===== config.mk =====
export PLATFORM = sky130hd
export DESIGN_NAME = vehicle_performance_timer_unit
export DESIGN_NICKNAME = d
export VERILOG_FILES = /design/src/rtl/vpt_pkg.sv /design/src/rtl/vpt_run.sv /design/src/rtl/vpt_watch.sv /design/src/rtl/vehicle_performance_timer_unit.sv
export SDC_FILE = /design/constraint.sdc
export NUM_CORES = 2
export LEC_CHECK = 0
export ABC_AREA = 1
export CELL_PAD_IN_SITES_DETAIL_PLACEMENT = 0
export CELL_PAD_IN_SITES_GLOBAL_PLACEMENT = 1
export CORE_ASPECT_RATIO = 1.5
export CORE_MARGIN = 2
export CORE_UTILIZATION = 30
export CTS_BUF_LIST = sky130_fd_sc_hd__clkbuf_8
export DETAILED_ROUTE_END_ITERATION = 8
export DONT_BUFFER_PORTS = 1
export GPL_TIMING_DRIVEN = 0
export HOLD_SLACK_MARGIN = 0.12
export PLACE_DENSITY_LB_ADDON = 0.1
export SLEW_MARGIN = 10
export SYNTH_ARGS = -nofsm -noshare
export SYNTH_HDL_FRONTEND = slang
export SYNTH_SLANG_ARGS = --single-unit

===== constraint.sdc =====
create_clock -name clk -period 31.3 [get_ports clk]
set_input_delay 6.26 -clock clk [delete_from_list [all_inputs] [get_ports clk]]
set_output_delay 6.26 -clock clk [all_outputs]
set_load 0.05 [all_outputs]

===== src/rtl/vpt_pkg.sv =====
// Shared types, command codes and register defaults of the vehicle performance timer.
package vpt_pkg;

  localparam int KIND_W   = 3;
  localparam int DT_W     = 16;
  localparam int SPEED_W  = 18;
  localparam int PROD_W   = DT_W + SPEED_W;
  localparam int DIST_W   = 48;
  localparam int OUT_W    = 32;
  localparam int CFG_IDX_W  = 3;
  localparam int CFG_DATA_W = DIST_W;

  localparam int TIME_BITS_DEF = 32;

  // Item kinds.
  localparam logic [KIND_W-1:0] KIND_TICK        = 3'd0;
  localparam logic [KIND_W-1:0] KIND_RESET_RUN   = 3'd1;
  localparam logic [KIND_W-1:0] KIND_START_WATCH = 3'd2;
  localparam logic [KIND_W-1:0] KIND_STOP_WATCH  = 3'd3;
  localparam logic [KIND_W-1:0] KIND_RESET_WATCH = 3'd4;
  localparam logic [KIND_W-1:0] KIND_SPLIT       = 3'd5;
  localparam logic [KIND_W-1:0] KIND_UNSPLIT     = 3'd6;

  // Configuration register indexes.
  localparam logic [CFG_IDX_W-1:0] CFG_START_SPEED    = 3'd0;
  localparam logic [CFG_IDX_W-1:0] CFG_FIRST_MARK     = 3'd1;
  localparam logic [CFG_IDX_W-1:0] CFG_SECOND_MARK    = 3'd2;
  localparam logic [CFG_IDX_W-1:0] CFG_THIRD_MARK     = 3'd3;
  localparam logic [CFG_IDX_W-1:0] CFG_DISTANCE_LIMIT = 3'd4;

  localparam logic [SPEED_W-1:0] START_SPEED_RST = 18'd500;
  localparam logic [SPEED_W-1:0] FIRST_MARK_RST  = 18'd27777;
  localparam logic [SPEED_W-1:0] SECOND_MARK_RST = 18'd55555;
  localparam logic [SPEED_W-1:0] THIRD_MARK_RST  = 18'd83333;
  localparam logic [DIST_W-1:0]  DIST_LIMIT_RST  = 48'd402336000000;

  typedef struct packed {
    logic [KIND_W-1:0]  kind;
    logic [DT_W-1:0]    elapsed_us;
    logic [SPEED_W-1:0] speed_mm_s;
  } in_word_t;

  typedef struct packed {
    logic [OUT_W-1:0] time_to_first;
    logic [OUT_W-1:0] time_to_second;
    logic [OUT_W-1:0] time_to_third;
    logic [OUT_W-1:0] time_first_to_second;
    logic [OUT_W-1:0] time_first_to_third;
    logic [OUT_W-1:0] time_second_to_third;
    logic [OUT_W-1:0] quarter_mile_time;
    logic [OUT_W-1:0] stopwatch_time;
    logic             run_active;
    logic [3:0]       marks_done;
    logic             stopwatch_active;
  } out_word_t;

  typedef struct packed {
    logic [SPEED_W-1:0] start_speed;
    logic [SPEED_W-1:0] first_speed_mark;
    logic [SPEED_W-1:0] second_speed_mark;
    logic [SPEED_W-1:0] third_speed_mark;
    logic [DIST_W-1:0]  distance_limit;
  } run_cfg_t;

endpackage


===== src/rtl/vpt_run.sv =====
// Run timers: arming, interval timers, difference timers, speed marks and distance.
module vpt_run #(
  parameter int TIME_BITS = vpt_pkg::TIME_BITS_DEF
) (
  input  logic                          clk,
  input  logic                          rst_n,
  input  logic                          fire,
  input  vpt_pkg::in_word_t             word,
  input  logic [vpt_pkg::PROD_W-1:0]    prod,
  input  vpt_pkg::run_cfg_t             cfg,
  output logic [TIME_BITS-1:0]          times_nxt [7],
  output logic                          running_nxt,
  output logic [3:0]                    done_nxt
);
  import vpt_pkg::*;

  logic                 armed_r, armed_nxt;
  logic                 running_r;
  logic [TIME_BITS-1:0] times_r [7];
  logic [3:0]           done_r;
  logic [DIST_W-1:0]    dist_r, dist_nxt;

  logic [TIME_BITS-1:0] dt_w;
  logic [DIST_W:0]      dist_sum;
  logic                 go;

  function automatic logic [TIME_BITS-1:0] sat_add(input logic [TIME_BITS-1:0] a,
                                                   input logic [TIME_BITS-1:0] b);
    logic [TIME_BITS:0] s;
    s = {1'b0, a} + {1'b0, b};
    return s[TIME_BITS] ? '1 : s[TIME_BITS-1:0];
  endfunction

  function automatic logic [TIME_BITS-1:0] sat_sub(input logic [TIME_BITS-1:0] a,
                                                   input logic [TIME_BITS-1:0] b);
    return (a > b) ? (a - b) : '0;
  endfunction

  assign dt_w     = TIME_BITS'(word.elapsed_us);
  assign dist_sum = {1'b0, dist_r} + (DIST_W + 1)'(prod);
  assign go       = armed_r && (word.speed_mm_s > cfg.start_speed);

  always_comb begin
    armed_nxt   = armed_r;
    running_nxt = running_r;
    times_nxt   = times_r;
    done_nxt    = done_r;
    dist_nxt    = dist_r;
    unique case (word.kind)
      KIND_TICK: begin
        if (go) begin
          armed_nxt   = 1'b0;
          running_nxt = 1'b1;
        end
        if (running_r || go) begin
          if (!done_r[0]) begin
            times_nxt[0] = sat_add(times_r[0], dt_w);
          end
          if (!done_r[1]) begin
            times_nxt[1] = sat_add(times_r[1], dt_w);
            times_nxt[3] = sat_sub(times_nxt[1], times_nxt[0]);
          end
          if (!done_r[2]) begin
            times_nxt[2] = sat_add(times_r[2], dt_w);
            times_nxt[4] = sat_sub(times_nxt[2], times_nxt[0]);
            times_nxt[5] = sat_sub(times_nxt[2], times_nxt[1]);
          end
          if (!done_r[3]) begin
            times_nxt[6] = sat_add(times_r[6], dt_w);
          end
          if (word.speed_mm_s > cfg.first_speed_mark) begin
            done_nxt[0] = 1'b1;
          end
          if (word.speed_mm_s > cfg.second_speed_mark) begin
            done_nxt[1] = 1'b1;
          end
          if (word.speed_mm_s > cfg.third_speed_mark) begin
            done_nxt[2] = 1'b1;
          end
          dist_nxt = dist_sum[DIST_W] ? '1 : dist_sum[DIST_W-1:0];
          if (dist_nxt > cfg.distance_limit) begin
            done_nxt[3] = 1'b1;
          end
        end
      end
      KIND_RESET_RUN: begin
        armed_nxt   = 1'b1;
        running_nxt = 1'b0;
        for (int i = 0; i < 7; i++) begin
          times_nxt[i] = '0;
        end
        done_nxt = '0;
        dist_nxt = '0;
      end
      default: begin
      end
    endcase
  end

  always_ff @(posedge clk) begin
    if (!rst_n) begin
      armed_r   <= 1'b1;
      running_r <= 1'b0;
      for (int i = 0; i < 7; i++) begin
        times_r[i] <= '0;
      end
      done_r <= '0;
      dist_r <= '0;
    end else if (fire) begin
      armed_r   <= armed_nxt;
      running_r <= running_nxt;
      times_r   <= times_nxt;
      done_r    <= done_nxt;
      dist_r    <= dist_nxt;
    end
  end

endmodule


===== src/rtl/vpt_watch.sv =====
// Stopwatch with start, stop, reset, split and unsplit.
module vpt_watch #(
  parameter int TIME_BITS = vpt_pkg::TIME_BITS_DEF
) (
  input  logic                 clk,
  input  logic                 rst_n,
  input  logic                 fire,
  input  vpt_pkg::in_word_t    word,
  output logic [TIME_BITS-1:0] time_nxt,
  output logic                 running_nxt
);
  import vpt_pkg::*;

  logic [TIME_BITS-1:0] time_r;
  logic [TIME_BITS-1:0] offset_r, offset_nxt;
  logic                 running_r;
  logic                 split_r, split_nxt;
  logic [TIME_BITS-1:0] dt_w;

  function automatic logic [TIME_BITS-1:0] sat_add(input logic [TIME_BITS-1:0] a,
                                                   input logic [TIME_BITS-1:0] b);
    logic [TIME_BITS:0] s;
    s = {1'b0, a} + {1'b0, b};
    return s[TIME_BITS] ? '1 : s[TIME_BITS-1:0];
  endfunction

  assign dt_w = TIME_BITS'(word.elapsed_us);

  always_comb begin
    time_nxt    = time_r;
    offset_nxt  = offset_r;
    running_nxt = running_r;
    split_nxt   = split_r;
    unique case (word.kind)
      KIND_TICK: begin
        if (running_r) begin
          if (!split_r) begin
            // The time banked while split is folded back in first.
            time_nxt   = sat_add(sat_add(time_r, offset_r), dt_w);
            offset_nxt = '0;
          end else begin
            offset_nxt = sat_add(offset_r, dt_w);
          end
        end
      end
      KIND_START_WATCH: running_nxt = 1'b1;
      KIND_STOP_WATCH:  running_nxt = 1'b0;
      KIND_RESET_WATCH: begin
        running_nxt = 1'b0;
        time_nxt    = '0;
      end
      KIND_SPLIT:   split_nxt = 1'b1;
      KIND_UNSPLIT: split_nxt = 1'b0;
      default: begin
      end
    endcase
  end

  always_ff @(posedge clk) begin
    if (!rst_n) begin
      time_r    <= '0;
      offset_r  <= '0;
      running_r <= 1'b0;
      split_r   <= 1'b0;
    end else if (fire) begin
      time_r    <= time_nxt;
      offset_r  <= offset_nxt;
      running_r <= running_nxt;
      split_r   <= split_nxt;
    end
  end

endmodule


===== src/rtl/vehicle_performance_timer_unit.sv =====
// Top level of the vehicle performance timer: input stage, state update and result register.
// The input register takes each word; the state update then loads the result and out_valid.
// Throughput: one word per cycle while results are taken; speed times elapsed is formed on
// the way into the input register, and the state update plus saturation fill the stage after
// it. A result not taken holds the input stage, so in_ready falls once both stages hold a word.
// Reset (rst_n low, synchronous) clears run, stopwatch and both stages, loads register defaults.
module vehicle_performance_timer_unit #(
  parameter int TIME_BITS = vpt_pkg::TIME_BITS_DEF
) (
  input  logic                             clk,
  input  logic                             rst_n,
  input  logic                             in_valid,
  output logic                             in_ready,
  input  vpt_pkg::in_word_t                in_word,
  output logic                             out_valid,
  input  logic                             out_ready,
  output vpt_pkg::out_word_t               out_word,
  input  logic                             cfg_valid,
  output logic                             cfg_ready,
  input  logic [vpt_pkg::CFG_IDX_W-1:0]    cfg_index,
  input  logic [vpt_pkg::CFG_DATA_W-1:0]   cfg_data
);
  import vpt_pkg::*;

  // Configuration registers. Writes are always taken; an index past the
  // list is simply dropped.
  run_cfg_t cfg_r;

  assign cfg_ready = 1'b1;

  always_ff @(posedge clk) begin
    if (!rst_n) begin
      cfg_r.start_speed       <= START_SPEED_RST;
      cfg_r.first_speed_mark  <= FIRST_MARK_RST;
      cfg_r.second_speed_mark <= SECOND_MARK_RST;
      cfg_r.third_speed_mark  <= THIRD_MARK_RST;
      cfg_r.distance_limit    <= DIST_LIMIT_RST;
    end else if (cfg_valid) begin
      unique case (cfg_index)
        CFG_START_SPEED:    cfg_r.start_speed       <= cfg_data[SPEED_W-1:0];
        CFG_FIRST_MARK:     cfg_r.first_speed_mark  <= cfg_data[SPEED_W-1:0];
        CFG_SECOND_MARK:    cfg_r.second_speed_mark <= cfg_data[SPEED_W-1:0];
        CFG_THIRD_MARK:     cfg_r.third_speed_mark  <= cfg_data[SPEED_W-1:0];
        CFG_DISTANCE_LIMIT: cfg_r.distance_limit    <= cfg_data[DIST_W-1:0];
        default: begin
        end
      endcase
    end
  end

  // Pipeline control. The input stage moves on whenever the result register
  // is empty or being emptied, so a new word can enter every cycle.
  logic     s1_v_r;
  in_word_t s1_word_r;
  logic [PROD_W-1:0] s1_prod_r;
  logic     out_v_r;
  logic     advance;
  logic     fire;

  assign advance  = !out_v_r || out_ready;
  assign fire     = s1_v_r && advance;
  assign in_ready = !s1_v_r || advance;

  always_ff @(posedge clk) begin
    if (!rst_n) begin
      s1_v_r <= 1'b0;
    end else if (in_ready) begin
      s1_v_r <= in_valid;
    end
  end

  // The product is only needed by ticks, but it is cheap to form for every word.
  always_ff @(posedge clk) begin
    if (in_valid && in_ready) begin
      s1_word_r <= in_word;
      s1_prod_r <= PROD_W'(in_word.elapsed_us) * PROD_W'(in_word.speed_mm_s);
    end
  end

  // State update units. Each reports its state after this word.
  logic [TIME_BITS-1:0] run_times [7];
  logic                 run_running;
  logic [3:0]           run_done;
  logic [TIME_BITS-1:0] watch_time;
  logic                 watch_running;

  vpt_run #(
    .TIME_BITS(TIME_BITS)
  ) u_run (
    .clk        (clk),
    .rst_n      (rst_n),
    .fire       (fire),
    .word       (s1_word_r),
    .prod       (s1_prod_r),
    .cfg        (cfg_r),
    .times_nxt  (run_times),
    .running_nxt(run_running),
    .done_nxt   (run_done)
  );

  vpt_watch #(
    .TIME_BITS(TIME_BITS)
  ) u_watch (
    .clk        (clk),
    .rst_n      (rst_n),
    .fire       (fire),
    .word       (s1_word_r),
    .time_nxt   (watch_time),
    .running_nxt(watch_running)
  );

  // Times wider than the output fields are clipped to all ones.
  function automatic logic [OUT_W-1:0] clip_out(input logic [TIME_BITS-1:0] v);
    logic [63:0] w;
    w = 64'(v);
    return (w > 64'hFFFF_FFFF) ? '1 : w[OUT_W-1:0];
  endfunction

  out_word_t out_word_r;
  out_word_t out_word_nxt;

  always_comb begin
    out_word_nxt.time_to_first        = clip_out(run_times[0]);
    out_word_nxt.time_to_second       = clip_out(run_times[1]);
    out_word_nxt.time_to_third        = clip_out(run_times[2]);
    out_word_nxt.time_first_to_second = clip_out(run_times[3]);
    out_word_nxt.time_first_to_third  = clip_out(run_times[4]);
    out_word_nxt.time_second_to_third = clip_out(run_times[5]);
    out_word_nxt.quarter_mile_time    = clip_out(run_times[6]);
    out_word_nxt.stopwatch_time       = clip_out(watch_time);
    out_word_nxt.run_active           = run_running;
    out_word_nxt.marks_done           = run_done;
    out_word_nxt.stopwatch_active     = watch_running;
  end

  always_ff @(posedge clk) begin
    if (!rst_n) begin
      out_v_r <= 1'b0;
    end else if (fire) begin
      out_v_r <= 1'b1;
    end else if (out_ready) begin
      out_v_r <= 1'b0;
    end
  end

  always_ff @(posedge clk) begin
    if (fire) begin
      out_word_r <= out_word_nxt;
    end
  end

  assign out_valid = out_v_r;
  assign out_word  = out_word_r;

endmodule


==> flow_metrics.py <==
metrics = {
    "clock_network": {
        "cts_hold_buf": 0,
        "cts_root_buffer": "clkbuf_8",
        "clock_sinks": 799,
        "clock_path_buffers": 4,
        "numCtsBuffers": 157,
        "clk_latency_ns": 0.95,
        "clk_pin_slew_worst_paths_ns": 0.06,
        "post_cts_buffers": 0,
        "htree_levels": 4,
        "cts_resized": 0,
        "cts_tree": "yes",
    },
    "setup_path": {
        "rr_startpoint": "s1_word_r[18]$_DFFE_PP_",
        "crit_path_start": "out_ready",
        "cp_top_family": "simple AND/OR/NAND/NOR gates",
        "critPathMaxFanout": 3,
        "start_kind": "primary input",
        "slowest_stage": "nand3_1",
        "critPathCaptureType": "output port",
        "cpPeakStageDelay_ns": 0.43,
        "path_depth": 2,
        "critPathRequiredTime_ns": 25.04,
        "crit_end": "in_ready",
        "reg2reg_slack_ns": 23.52,
        "path_cells": "inv_1 > nand3_1",
        "crit_type": "primary input to output port",
        "r2r_cells": 25,
        "cp_data_arrival_time_ns": 6.75,
        "crit_buf_inv": 1,
        "rr_endpoint": "out_word[101]$_DFFE_PP_",
    },
    "power_and_ir_drop": {
        "p_seq_frac": 0.276,
        "swShare": 0.459,
        "max-vdd-ir-drop_mv": 0.169,
        "p_switching_w": 0.00227,
        "pwr-share-clk": 0.230,
        "power_density_nw_per_um2": 70.6,
        "comb_power_share": 0.494,
        "p_int_w": 0.00268,
        "p_leak_nw": 33.3,
    },
    "global_route": {
        "grt_max_degree": 65,
        "overflow": 0,
        "grt_util_all_layers": 0.274,
        "antenna_found_initial": 46,
        "grt_pass1_vias": 60101,
        "grt_pass1_wl_mm": 422,
    },
    "timing": {
        "slew_headroom": 0.0336,
        "hold_viol": 0,
        "tightest_slew_ns": 1.43,
        "final_max_slew_viol_count": 0,
        "setup_tns_ns": 0,
        "skew_ns": 0.0969,
        "rsz0062_at_grt": "no",
        "max_freq_mhz": 76.9,
        "final.min_clock_period_ns": 13.01,
        "setup-violations-final": 0,
        "worst_slack_ns": 18.29,
        "finalCritPeriodShare": 0.416,
    },
    "floorplan": {
        "fp.coreArea_um2": 210000,
        "placementRows": 206,
        "ioPinCount": 358,
        "fp.dieH_um": 566,
        "die_w_um": 378,
        "die_area_um2": 214000,
        "start_util": 0.301,
    },
    "layout": {
        "area_growth_pct": 11.1,
        "regArea_um2": 19300,
        "nets": 9820,
        "post_route_cells_drive_above_1_share": 0.0396,
        "multi_input_area_um2": 37000,
        "final_util": 0.335,
        "final_area_um2": 70100,
        "nFillCells": 22832,
    },
    "detailed_routing": {
        "first_iter_violations": 3858,
        "detail-route-antenna-nets": 0,
        "via_per_inst": 4.99,
        "wire_per_inst_um": 24.9,
        "num_vias": 59571,
        "drc": 0,
        "first_pass_iters": 6,
        "drt_wl_total_mm": 298,
    },
    "synth": {
        "synth_seq_cells": 799,
        "syn_nets": 9649,
        "ys_async_sr_fraction": 0,
        "synth_top_cell_area_share": 0.158,
        "syn_inst": 8839,
        "seq_area_frac_synth": 0.306,
        "yosysWarningCount": 0,
        "synthesis.area_um2": 63100,
        "ys_dominant_reg_cell": "dfxtp_1",
        "ys_types": 59,
        "yosysTopAreaCell": "edfxtp_1",
        "synth_common_cells": "nand2_1, inv_1, a21oi_1",
        "syn_avg_cell_area_um2": 7.14,
        "synth_area_leaders": "edfxtp_1, dfxtp_1, nand2_1, ha_1, inv_1",
        "synth_edf_count": 333,
        "synth.most_common_cell": "nand2_1",
    },
    "placed_design": {
        "dpl.hpwl_mm": 247,
        "gp_congestion": 1.02,
        "port_buffers": 0,
        "dp_slack_ns": 18.11,
        "placed_cell_area_um2": 66900,
    },
    "min_path": {
        "hold_path_depth": 2,
        "hold_path.class": "flop to flop",
    },
    "outcome": {
        "outcome": "finished, final reports clean",
    },
    "flow_run": {
        "max-cap-violations": 0,
    },
}
[routing by layer]
| metal | global-route usage | part of all wire | wire (um) |
|---|---|---|---|
| met4 | 0.167 | 0.071 | 21100 |
| met2 | 0.511 | 0.52 | 154000 |
| met3 | 0.0444 | 0.050 | 14900 |
| met1 | 0.285 | 0.36 | 108000 |
| met5 | 0 | 0.00053 | 158 |
[kinds of logic (layout without fill, tap and decap cells)]
kind of cell | Yosys count | after routing | synth area share
and+or+nand+nor | 3508 | 3508 | 0.228
AOI/OAI and AO/OA | 1768 | 1768 | 0.153
xor gates and xnor gates | 258 | 258 | 0.0358
DFF | 799 | 799 | 0.306
buffers and inverters | 1788 | 2076 | 0.107
other | 1 | 15 | 0.0000594
adders and majority gates | 717 | 717 | 0.170
[flip-flops by register name (all words and copies together), names as in the netlist, 4 cells and up]
register	flops
u_watch.time_r	32
out_word	262
s1_word_r	37
u_watch.offset_r	32
u_run.dist_r	48
cfg_r	120
u_run.done_r	4
u_run.times_r	224
s1_prod_r	34
[layout make-up]
class | count | area share
Antenna cell | 14 | 0.000500
Buffer | 328 | 0.0185
Clock buffer | 183 | 0.0359
Clock inverter | 93 | 0.00985
Inverter | 1460 | 0.0782
Multi-Input combinational cell | 6252 | 0.528
Sequential cell | 799 | 0.276
Tap cell | 2808 | 0.0501
Timing Repair Buffer | 12 | 0.00339
[cell usage in the layout (no fill, tap or decap), types with 8 or more instances in the layout]
master     instances
nand2_1         2239
inv_1           1484
a21oi_1          807
o21ai_0          580
nor2_1           538
ha_1             484
dfxtp_1          466
nand3_1          421
edfxtp_1         333
clkbuf_1         280
fa_1             233
clkbuf_8         183
xor2_1           140
xnor2_1          118
nand4_1           98
nor3_1            96
o22ai_1           86
o211ai_1          51
or2_2             44
o21ai_1           38
o21bai_1          33
o21a_1            31
a21o_1            30
a31oi_1           22
clkinv_2          22
nor4_1            21
o31ai_1           21
a21boi_0          19
clkinv_1          16
buf_1             16
buf_2             16
diode_2           14
inv_2             13
o21ai_2           11
clkbuf_2          11
bufinv_16         11
nand2_2            9
nand3b_1           9
and2_1             8
[per-stage QoR]
step	std cells	hold slack, ns	total power [W]
3_3_place_gp	11647	0.447	0.00388
5_1_grt	11939	0.474	0.00531
6_report	11949	0.457	0.00495
4_1_cts	11935	0.462	0.00505
3_5_place_dp	11659	0.454	0.00387
2_1_floorplan	8839	0.424	0.00296
[power groups by stage]
stage          clock network (W)  logic (W)  registers [W]
3_3_place_gp                   0    0.00248        0.00140
2_1_floorplan                  0    0.00160        0.00136
4_1_cts                  0.00118    0.00250        0.00137
5_1_grt                  0.00121    0.00272        0.00137
3_5_place_dp                   0    0.00248        0.00139
6_report                 0.00114    0.00244        0.00136
[worst min-delay path by stage]
stage	slack [ns]	to	from
3_3_place_gp	0.45	cfg_r[72]$_SDFFE_PN0P_	cfg_r[72]$_SDFFE_PN0P_
3_5_place_dp	0.45	cfg_r[73]$_SDFFE_PN0P_	cfg_r[73]$_SDFFE_PN0P_
4_1_cts	0.46	cfg_r[3]$_SDFFE_PN0P_	cfg_r[3]$_SDFFE_PN0P_
2_1_floorplan	0.42	u_run.armed_r$_SDFFE_PN1P_	u_run.armed_r$_SDFFE_PN1P_
5_1_grt	0.47	cfg_r[112]$_SDFFE_PN0P_	cfg_r[112]$_SDFFE_PN0P_
6_report	0.46	cfg_r[73]$_SDFFE_PN0P_	cfg_r[73]$_SDFFE_PN0P_
Note: power is estimated with default switching activity, not from simulation.
